**src/tcw_pkg.sv**
```systemverilog
package tcw_pkg;

   // Default geometry of the screen
   localparam int DEF_COLUMNS  = 80;
   localparam int DEF_ROWS     = 25;
   localparam int DEF_TAB_STOP = 8;

   // Port field widths
   localparam int MODE_W    = 2;
   localparam int CHAR_W    = 8;
   localparam int ATTR_W    = 8;
   localparam int CELL_W    = CHAR_W + ATTR_W;
   localparam int ROW_OUT_W = 5;
   localparam int COL_OUT_W = 7;

   localparam logic [ATTR_W-1:0] ATTR_RESET = 8'd31;

   // Request modes
   localparam logic [MODE_W-1:0] MODE_PUT   = 2'd0;
   localparam logic [MODE_W-1:0] MODE_CLEAR = 2'd1;
   localparam logic [MODE_W-1:0] MODE_READ  = 2'd2;

   // Control characters
   localparam logic [CHAR_W-1:0] CH_CR    = 8'h0D;
   localparam logic [CHAR_W-1:0] CH_LF    = 8'h0A;
   localparam logic [CHAR_W-1:0] CH_TAB   = 8'h09;
   localparam logic [CHAR_W-1:0] CH_BS    = 8'h08;
   localparam logic [CHAR_W-1:0] CH_SPACE = 8'h20;

   // Decoded operation of an incoming transaction
   localparam int OP_W = 3;
   localparam logic [OP_W-1:0] OP_NONE    = 3'd0;
   localparam logic [OP_W-1:0] OP_PUT     = 3'd1;
   localparam logic [OP_W-1:0] OP_NEWLINE = 3'd2;
   localparam logic [OP_W-1:0] OP_TAB     = 3'd3;
   localparam logic [OP_W-1:0] OP_BS      = 3'd4;
   localparam logic [OP_W-1:0] OP_CLEAR   = 3'd5;
   localparam logic [OP_W-1:0] OP_READ    = 3'd6;

   // Commands from the controller to the datapath
   typedef struct packed {
      logic accept;     // capture the incoming transaction
      logic put;        // write a cell at the cursor and advance
      logic put_space;  // the put writes a space instead of the request character
      logic newline;    // cursor to column 0 of the next row
      logic backspace;  // step back and blank that cell
      logic home;       // cursor to the top left corner
      logic tab_load;   // load the tab space count
      logic tab_dec;    // one tab space written
      logic read;       // issue a read of the requested cell
      logic scroll;     // one step of the scroll sweep
      logic fill;       // one step of the clear sweep
      logic finish;     // load the result register
   } tcw_cmd_type;

   // Status from the datapath to the controller
   typedef struct packed {
      logic [OP_W-1:0] op;
      logic            at_last_col;
      logic            at_bottom;
      logic            col_zero;
      logic            tab_last;
      logic            tab_zero;
      logic            sweep_last;
      logic            rsp_free;
   } tcw_status_type;

endpackage

```
**src/tcw_ctrl.sv**
```systemverilog
module tcw_ctrl (
   input  logic                    clock,
   input  logic                    reset,
   input  logic                    req_valid,
   output logic                    req_ready,
   input  tcw_pkg::tcw_status_type status,
   output tcw_pkg::tcw_cmd_type    cmd
);
   import tcw_pkg::*;

   localparam logic [2:0] ST_IDLE   = 3'd0;
   localparam logic [2:0] ST_TAB    = 3'd1;
   localparam logic [2:0] ST_SCROLL = 3'd2;
   localparam logic [2:0] ST_CLEAR  = 3'd3;
   localparam logic [2:0] ST_FINISH = 3'd4;

   logic [2:0] state_ff;
   logic [2:0] state_in;

   assign req_ready = (state_ff == ST_IDLE);

   // Sequence the work of one transaction
   always_comb begin
      cmd      = '0;
      state_in = state_ff;
      case (state_ff)
         ST_IDLE: begin
            if (req_valid) begin
               cmd.accept = 1'b1;
               case (status.op)
                  OP_PUT: begin
                     cmd.put = 1'b1;
                     if (status.at_last_col && status.at_bottom) begin
                        state_in = ST_SCROLL;
                     end else begin
                        state_in = ST_FINISH;
                     end
                  end
                  OP_NEWLINE: begin
                     cmd.newline = 1'b1;
                     state_in = status.at_bottom ? ST_SCROLL : ST_FINISH;
                  end
                  OP_BS: begin
                     cmd.backspace = !status.col_zero;
                     state_in = ST_FINISH;
                  end
                  OP_TAB: begin
                     cmd.tab_load = 1'b1;
                     state_in = ST_TAB;
                  end
                  OP_CLEAR: begin
                     cmd.home = 1'b1;
                     state_in = ST_CLEAR;
                  end
                  OP_READ: begin
                     cmd.read = 1'b1;
                     state_in = ST_FINISH;
                  end
                  default: begin
                     state_in = ST_FINISH;
                  end
               endcase
            end
         end
         ST_TAB: begin
            cmd.put       = 1'b1;
            cmd.put_space = 1'b1;
            cmd.tab_dec   = 1'b1;
            if (status.at_last_col && status.at_bottom) begin
               state_in = ST_SCROLL;
            end else if (status.tab_last) begin
               state_in = ST_FINISH;
            end
         end
         ST_SCROLL: begin
            cmd.scroll = 1'b1;
            if (status.sweep_last) begin
               state_in = status.tab_zero ? ST_FINISH : ST_TAB;
            end
         end
         ST_CLEAR: begin
            cmd.fill = 1'b1;
            if (status.sweep_last) begin
               state_in = ST_FINISH;
            end
         end
         ST_FINISH: begin
            if (status.rsp_free) begin
               cmd.finish = 1'b1;
               state_in   = ST_IDLE;
            end
         end
         default: begin
            state_in = ST_IDLE;
         end
      endcase
   end

   always_ff @(posedge clock) begin
      if (reset) begin
         state_ff <= ST_IDLE;
      end else begin
         state_ff <= state_in;
      end
   end

endmodule

```
**config.mk**
```make
export PLATFORM = sky130hd
export DESIGN_NAME = tcw_ctrl
export DESIGN_NICKNAME = d
export VERILOG_FILES = /design/src/tcw_pkg.sv /design/src/tcw_ctrl.sv
export SDC_FILE = /design/constraint.sdc
export NUM_CORES = 1
export LEC_CHECK = 0
export ABC_AREA = 1
export BUFFER_PORTS_ARGS = -buffer_cell sky130_fd_sc_hd__buf_2
export CAP_MARGIN = 10
export CORE_MARGIN = 10
export CORE_UTILIZATION = 30
export CTS_CLUSTER_SIZE = 10
export DETAILED_ROUTE_END_ITERATION = 10
export GPL_TIMING_DRIVEN = 0
export PLACE_DENSITY_LB_ADDON = 0.15
export SYNTH_ARGS = -nofsm -noshare
export SYNTH_HDL_FRONTEND = slang
export SYNTH_SLANG_ARGS = --single-unit
```
**constraint.sdc**
```tcl
create_clock -name clock -period 1.7 [get_ports clock]
set_clock_uncertainty 0.1 [all_clocks]
set_input_delay 0.085 -clock clock [delete_from_list [all_inputs] [get_ports clock]]
set_output_delay 0.085 -clock clock [all_outputs]
set_load 0.005 [all_outputs]
```
==> flow_summary.yaml, run 1 <==
status:
  status: "complete, no violations"
final_layout:
  reg.largest.list: "state_ff (3)"
  largest_register_ffs: 3
  top_register: "state_ff"
  diodes: 0
  layout-drive-gt1-share_pct: 37.5
  n_fill_cell: 143
  nets: 118
  final_core_util_pct: 45.7
  syn_to_final_growth_pct: 46.1
  instances_no_fill: 119
global_route:
  grt_pass1_wl_um: 2190
  grt_overflow: 0
  antenna_found_initial: 0
  gr-usage-all-layers_pct: 8.34
  grt_pass1_vias: 527
  grt_max_degree: 8
clock_network:
  cts_sinks: 3
  cts_buffer_depth: 2
  cts_buffers: 3
  cts_root_buf: "clkbuf_4"
  path_clk_slew_ps: 40
  cts_max_level: 1
  clk_latency_ps: 240
  cts_tree: "yes"
routing:
  routed_wl_um: 1320
  antenna_left: 0
  routedWlPerCell_um: 11.1
  drt-initial-drc-count: 13
  via_per_inst: 4.66
  first_pass_iters: 4
  drc_errors: 0
  num_vias: 555
die:
  num_rows: 13
  coreArea_sq_um: 1270
  io_pins: 26
  die_area_sq_um: 3180
  die_w_um: 56.4
  die_h_um: 56.4
  start_util_pct: 31.3
pwr:
  power.density_nw_per_um2: 1300
  p_leak_nw: 0.367
  ir_worst_vdd_uv: 678
sta:
  slew_viol_final: 0
  finalHoldViolCount: 0
  fmax_mhz: 665
  setup_violations: 0
  finalSetupTns_ps: 0
  period_share_pct: 88.4
  rsz0062_at_grt: "false"
  hold_slack_ps: 72.8
  post-route-worst-setup-slack_ps: 197
  min_period_ps: 1500
  maxSlewHeadroom_pct: 78.4
  tightestPinTransition_ps: 324
setup_path:
  worstSetupEndpointType: "primary output"
  worstPathRequired_ps: 1510
  crit_path_start_kind: "flip-flop"
  crit_type: "reg2out"
  critPathArrivalTime_ps: 1320
  cp_max_fo: 6
yosys:
  synth_area_sq_um: 397
  yosysUniqueCellTypes: 19
  yosysSeqAreaShare_pct: 15.1
  synthesis.nets: 87
  synthCells: 74
  synth_seq_cells: 3
  synth_warnings: 0
  synth_area_per_cell_sq_um: 5.36
hold_path:
  hold_path_class: "in2reg"
placed_design:
  dp_hpwl_um: 1100
  place_ws_ps: 328
  port_buffers: 25
  place.gp.congestion: 0.765
  placed_cells: 114
run:
  maxCapViolCount: 0
synth_stat cells:
library cell	number	area (sq um)
inv_1	10	37.5
nand3b_1	1	7.51
nor4_1	1	6.26
nand3_1	2	10.0
o31ai_1	1	7.51
nand2_2	1	6.26
nor3_4	1	16.3
nor2_1	12	45.0
nand3_2	1	10.0
inv_2	4	15.0
nand4_1	3	18.8
o21ai_0	3	15.0
nand2_1	20	75.1
dfxtp_1	3	60.1
nor2_2	1	6.26
buf_4	1	7.51
nor3_1	5	25.0
nand4_2	1	12.5
a21oi_1	3	15.0
timing repair:
item	in CTS	in global routing
resized for setup	0	1
endpoints found under the hold margin	2	0
hold buffers	1	0
setup buffers	0	0
endpoints found under the setup margin	0	6
path summary, 6_finish.rpt:
check	cells after the start	slack (ps)	startpoint	endpoint
max	4	200	state_ff[1]	cmd[6]
min	3	70	status[1]	state_ff[1]
max reg2reg	8	430	state_ff[1]	state_ff[2]
min reg2reg	2	490	state_ff[2]	state_ff[2]
final cells by class:
class | instances | area (sq um) | area share (%)
Buffer | 1 | 7.51 | 1.30
Sequential cell | 3 | 60.1 | 10.4
Inverter | 14 | 52.6 | 9.07
Tap cell | 15 | 18.8 | 3.24
Multi-Input combinational cell | 56 | 279 | 48.2
Timing Repair Buffer | 26 | 135 | 23.3
Clock buffer | 4 | 26.3 | 4.54
where the power goes:
part | leakage, nW | internal [mW] | switching [mW]
Clock | 0.0150 | 0.0881 | 0.0401
Combinational | 0.327 | 0.201 | 0.270
Sequential | 0.0247 | 0.0987 | 0.0567
Total | 0.367 | 0.388 | 0.366
cells by family (layout without fill, tap and decap cells):
kind of cell	count (synthesis)	in the layout	synth area share, %
AO/OA/AOI/OAI	7	7	9.46
buffers and inverters	15	45	15.1
flip-flops	3	3	15.1
AND/OR/NAND/NOR	49	49	60.3
critical path: stages, from the launching register on:
cell	delay, ps
dfxtp_1	370
nor3_4	280
nand2_2	140
nor3_1	150
buf_2	140
per-layer routing:
layer	global-route usage, %	wire length [um]	up-vias
met5	0	0	-
met4	5.15	25	0
met3	4.49	91	4
met2	12.0	560	19
met1	9.29	637	233
li1	-	-	299
through the flow:
stage | power [mW] | cell area, sq um
floorplan | 0.462 | 397
global placement | 0.626 | 541
detailed placement | 0.629 | 541
CTS | 0.765 | 577
global route | 0.854 | 579
finish | 0.754 | 579
layout by cell type (no fill, tap or decap), types with 2 or more instances in the layout:
cell type / count
a21oi_1: 3
buf_2: 25
clkbuf_4: 3
dfxtp_1: 3
inv_1: 10
inv_2: 4
nand2_1: 19
nand2_2: 2
nand3_1: 2
nand4_1: 3
nor2_1: 12
nor3_1: 5
o21ai_0: 3
Power figures use the tool's default switching activity.
==> run 2: changes to the inputs <==
--- a/config.mk
+++ b/config.mk
@@ -12,2 +12,3 @@
 export CORE_UTILIZATION = 30
+export CTS_BUF_LIST = sky130_fd_sc_hd__clkbuf_8 sky130_fd_sc_hd__clkbuf_16
 export CTS_CLUSTER_SIZE = 10
--- a/constraint.sdc
+++ b/constraint.sdc
@@ -4,2 +4,2 @@
 set_output_delay 0.085 -clock clock [all_outputs]
-set_load 0.005 [all_outputs]
+set_load 0.01 [all_outputs]
==> run 2 against run 1 <==
  * Design area is 3.2% higher
  * Clock power rose by 56%
  * Final cell count stayed put
  * Worst setup slack gained 5.4 ps
  * Die area unchanged
  * Sequential power barely moved
  * Sequential share of layout area fell by 0.33 points
  * Via count decreased by 0.36%
  * Worst hold slack better by 36 ps
  * Combinational power rose by 7.7%
  * Critical path type unchanged
  * Highest routed layer is now met3
==> flow_summary.yaml, run 2 (same netlist as run 1, synthesis figures left out) <==
status:
  status: "complete, no violations"
sta:
  min_period_ps: 1500
  rsz0062_at_grt: "false"
  setup_violations: 0
  tightestPinTransition_ps: 322
  period_share_pct: 88.1
  fmax_mhz: 668
  finalSetupTns_ps: 0
  finalHoldViolCount: 0
  maxSlewHeadroom_pct: 78.5
  post-route-worst-setup-slack_ps: 202
  slew_viol_final: 0
placed_design:
  dp_hpwl_um: 1100
  placed_cells: 114
  port_buffers: 25
  place.gp.congestion: 0.765
  place_ws_ps: 310
global_route:
  antenna_found_initial: 0
  grt_max_degree: 8
  grt_pass1_wl_um: 2170
  gr-usage-all-layers_pct: 7.72
  grt_overflow: 0
  grt_pass1_vias: 524
routing:
  num_vias: 553
  first_pass_iters: 4
  routed_wl_um: 1320
  drc_errors: 0
  antenna_left: 0
  routedWlPerCell_um: 11.1
  drt-initial-drc-count: 12
  via_per_inst: 4.65
setup_path:
  crit_type: "reg2out"
  crit_path_start_kind: "flip-flop"
  worstSetupEndpointType: "primary output"
  critPathArrivalTime_ps: 1310
  worstRegToRegCells: 8
  cp_max_fo: 6
  worstPathRequired_ps: 1510
clock_network:
  post-cts-setup-buffers: 0
  cts_buffers: 3
  cts_sinks: 3
  cts_root_buf: "clkbuf_8"
  clk_latency_ps: 210
  path_clk_slew_ps: 30
  cts_max_level: 1
  cts_tree: "yes"
  cts_buffer_depth: 2
die:
  coreArea_sq_um: 1270
  num_rows: 13
  die_h_um: 56.4
  start_util_pct: 31.3
  die_area_sq_um: 3180
  die_w_um: 56.4
  io_pins: 26
final_layout:
  reg.largest.list: "state_ff (3)"
  nets: 118
  layout-drive-gt1-share_pct: 37.5
  syn_to_final_growth_pct: 50.8
  diodes: 0
  instances_no_fill: 119
  top_register: "state_ff"
  largest_register_ffs: 3
  final_cell_mix: "buf_2, nand2_1, nor2_1"
  final_common_cell: "buf_2"
pwr:
  ir_worst_vdd_uv: 592
  power.density_nw_per_um2: 1440
  p_leak_nw: 0.379
hold_path:
  hold_path_class: "in2reg"
  min_path_cells: 3
run:
  maxCapViolCount: 0
[run 2: final timing paths]
kind,slack (ps),start,to
worst max-delay path,200,state_ff[1],cmd[6]
worst min-delay path,110,status[1],state_ff[1]
worst max register to register,410,state_ff[1],state_ff[1]
worst min register to register,490,state_ff[2],state_ff[2]
[run 2: layer usage]
layer  vias to the layer above  wire length [um]  GRT usage (%)
met5                         -                 0              0
met4                         0                 0           1.03
met3                         0                82           3.15
met2                        16               590           12.4
met1                       240               645           9.55
li1                        297                 -              -
[run 2: area by class of cell]
class,count,area [sq um]
clock inverters,1,3.75
fillers,148,671
multi-input cells,56,279
clock buffers,3,41.3
flip-flops and latches,3,60.1
repair buffers,26,135
plain buffers,1,7.51
inverters,14,52.6
well taps,15,18.8
[run 2: timing repair]
item | CTS | global route
hold endpoints to repair | 2 | 0
resized for setup | 0 | 1
setup endpoints to repair | 0 | 6
hold buffers | 1 | 0
[run 2: metrics by stage]
step	total power [mW]	instance area (sq um)	hold WS (ps)	utilization (%)
CTS	0.871	596	105	46.9
global route	0.957	598	143	47.1
finish	0.861	598	109	47.1
detailed placement	0.663	541	182	42.6
floorplan	0.495	397	54.1	-
global placement	0.660	541	178	42.6
[run 2: critical path, stage by stage, from the launching register on]
cell,delay (ps)
dfxtp_1,370
nor3_4,280
nand2_2,140
nor3_1,150
buf_2,160
[run 2: power by group]
group	internal (mW)	switching, mW
Combinational	0.202	0.303
Sequential	0.0988	0.0566
Clock	0.154	0.0465
==> run 3: changes to the inputs <==
--- a/config.mk
+++ b/config.mk
@@ -17,2 +17,3 @@
 export PLACE_DENSITY_LB_ADDON = 0.15
+export RECOVER_POWER = 25
 export SYNTH_ARGS = -nofsm -noshare
--- a/constraint.sdc
+++ b/constraint.sdc
@@ -4,2 +4,2 @@
 set_output_delay 0.085 -clock clock [all_outputs]
-set_load 0.01 [all_outputs]
+set_load 0.05 [all_outputs]
==> run 3 against run 2 <==
  * Routed wire length rose by 2.0%
  * Combinational power grew 68%
  * Final cell count increased by 0.84%
  * Die area did not move
  * Critical path type unchanged
  * Largest cell class unchanged
  * Largest power group unchanged
==> flow_summary.yaml, run 3 (same netlist as run 1, synthesis figures left out) <==
die:
  coreArea_sq_um: 1270
  die_w_um: 56.4
  start_util_pct: 31.3
  io_pins: 26
  die_area_sq_um: 3180
  die_h_um: 56.4
  num_rows: 13
clock_network:
  cts_buffer_depth: 2
  cts_sinks: 3
  cts_tree: "yes"
  cts_root_buf: "clkbuf_8"
  cts_max_level: 1
  cts_buffers: 3
  path_clk_slew_ps: 30
  clk_latency_ps: 220
placed_design:
  port_buffers: 25
  placed_area_sq_um: 603
  place.gp.congestion: 0.785
  dp_hpwl_um: 1150
  placed_cells: 114
pwr:
  power_mw: 1.21
  p_leak_nw: 0.390
  ir_worst_vdd_uv: 863
  power.density_nw_per_um2: 1820
global_route:
  antenna_found_initial: 0
  grt_pass1_vias: 562
  grt_max_degree: 8
  grt_pass1_wl_um: 2370
  gr-usage-all-layers_pct: 8.84
  grt_overflow: 0
sta:
  hold_slack_ps: 95.0
  tightestPinTransition_ps: 238
  period_share_pct: 93.9
  rsz0062_at_grt: "false"
  fmax_mhz: 626
  min_period_ps: 1600
  slew_viol_final: 0
  maxSlewHeadroom_pct: 84.0
  setup_violations: 0
  finalHoldViolCount: 0
final_layout:
  final_area_sq_um: 667
  syn_to_final_growth_pct: 68.1
  reg.largest.list: "state_ff (3)"
  largest_register_ffs: 3
  top_register: "state_ff"
  layout-drive-gt1-share_pct: 47.6
  n_fill_cell: 142
  nets: 119
  instances_no_fill: 120
  diodes: 0
  final_cell_mix: "buf_2, nand2_1, nor2_1"
  final_common_cell: "buf_2"
setup_path:
  path_cells: "nor3_4 -> nand2_4 -> clkinvlp_4 -> nand2_2 -> nand2_4 -> buf_2"
  critPathArrivalTime_ps: 1410
  slowest_delay_ps: 340
  crit_type: "reg2out"
  crit_path_start_kind: "flip-flop"
  worstPathRequired_ps: 1510
  cp_max_fo: 6
  crit_path_frequent_cell: "nand2_4"
  cp_slowest_cell: "dfxtp_2"
  worstSetupEndpointType: "primary output"
routing:
  drc_errors: 0
  first_pass_iters: 4
  num_vias: 536
  antenna_left: 0
  routedWlPerCell_um: 11.2
  drt-initial-drc-count: 4
  via_per_inst: 4.47
  routed_wl_um: 1350
status:
  status: "complete, no violations"
run:
  maxCapViolCount: 0
hold_path:
  hold_path_class: "in2reg"
-- run 3: cell types whose count changed in the layout (fill, tap and decap cells not counted), sizes merged --
| cell | delta |
|---|---|
| clkbuf | +1 |
| inv | -1 |
| clkinvlp | +1 |
-- run 3: timing repair --
| action | CTS | global route |
|---|---|---|
| setup endpoints to repair | 0 | 2 |
| buffers inserted | 0 | 1 |
| hold buffers | 1 | 0 |
| endpoints found under the hold margin | 2 | 0 |
| gates resized for setup | 0 | 1 |
-- run 3: worst paths after layout --
kind               startpoint     endpoint  slack [ps]  cells after the start
setup / recovery  state_ff[1]      cmd[10]         100                      6
hold / removal      status[1]  state_ff[1]         100                      3
setup reg to reg  state_ff[2]  state_ff[1]         360                      8
hold reg to reg   state_ff[2]  state_ff[2]         480                      2
-- run 3: critical path: cells and delay by family, from the launching register on --
family | cells | cell delay [ps]
buf+inv | 2 | 350
flops | 1 | 340
simple gates | 4 | 500
-- run 3: through the flow --
step,setup TNS [ps],util (%),setup WS [ps]
after detailed placement,0,47.5,262
after floorplan,-1070,-,-227
final,0,52.6,103
after CTS,0,51.9,19.9
after global routing,0,52.6,13.0
after global placement,0,47.5,253
-- run 3: cell type report --
cell class	instances	area [sq um]	area share [%]
clock inverters	1	3.75	0.563
clock buffers	3	41.3	6.19
repair buffers	27	145	21.8
plain buffers	1	7.51	1.13
flip-flops and latches	3	62.6	9.38
multi-input cells	56	332	49.7
inverters	14	56.3	8.44
well taps	15	18.8	2.81
-- run 3: power by group --
group | total, mW | switching (mW) | internal, mW
registers | 0.159 | 0.0566 | 0.103
logic | 0.850 | 0.607 | 0.243
clock network | 0.205 | 0.0514 | 0.154
-- run 3: per-layer routing --
layer / global-route usage, % / vias to the layer above / part of all wire (%)
met5: 0 / - / 0
met4: 5.15 / 0 / 0.74
met3: 3.15 / 2 / 6.4
met2: 15.1 / 16 / 53
met1: 9.06 / 218 / 40
li1: - / 300 / -
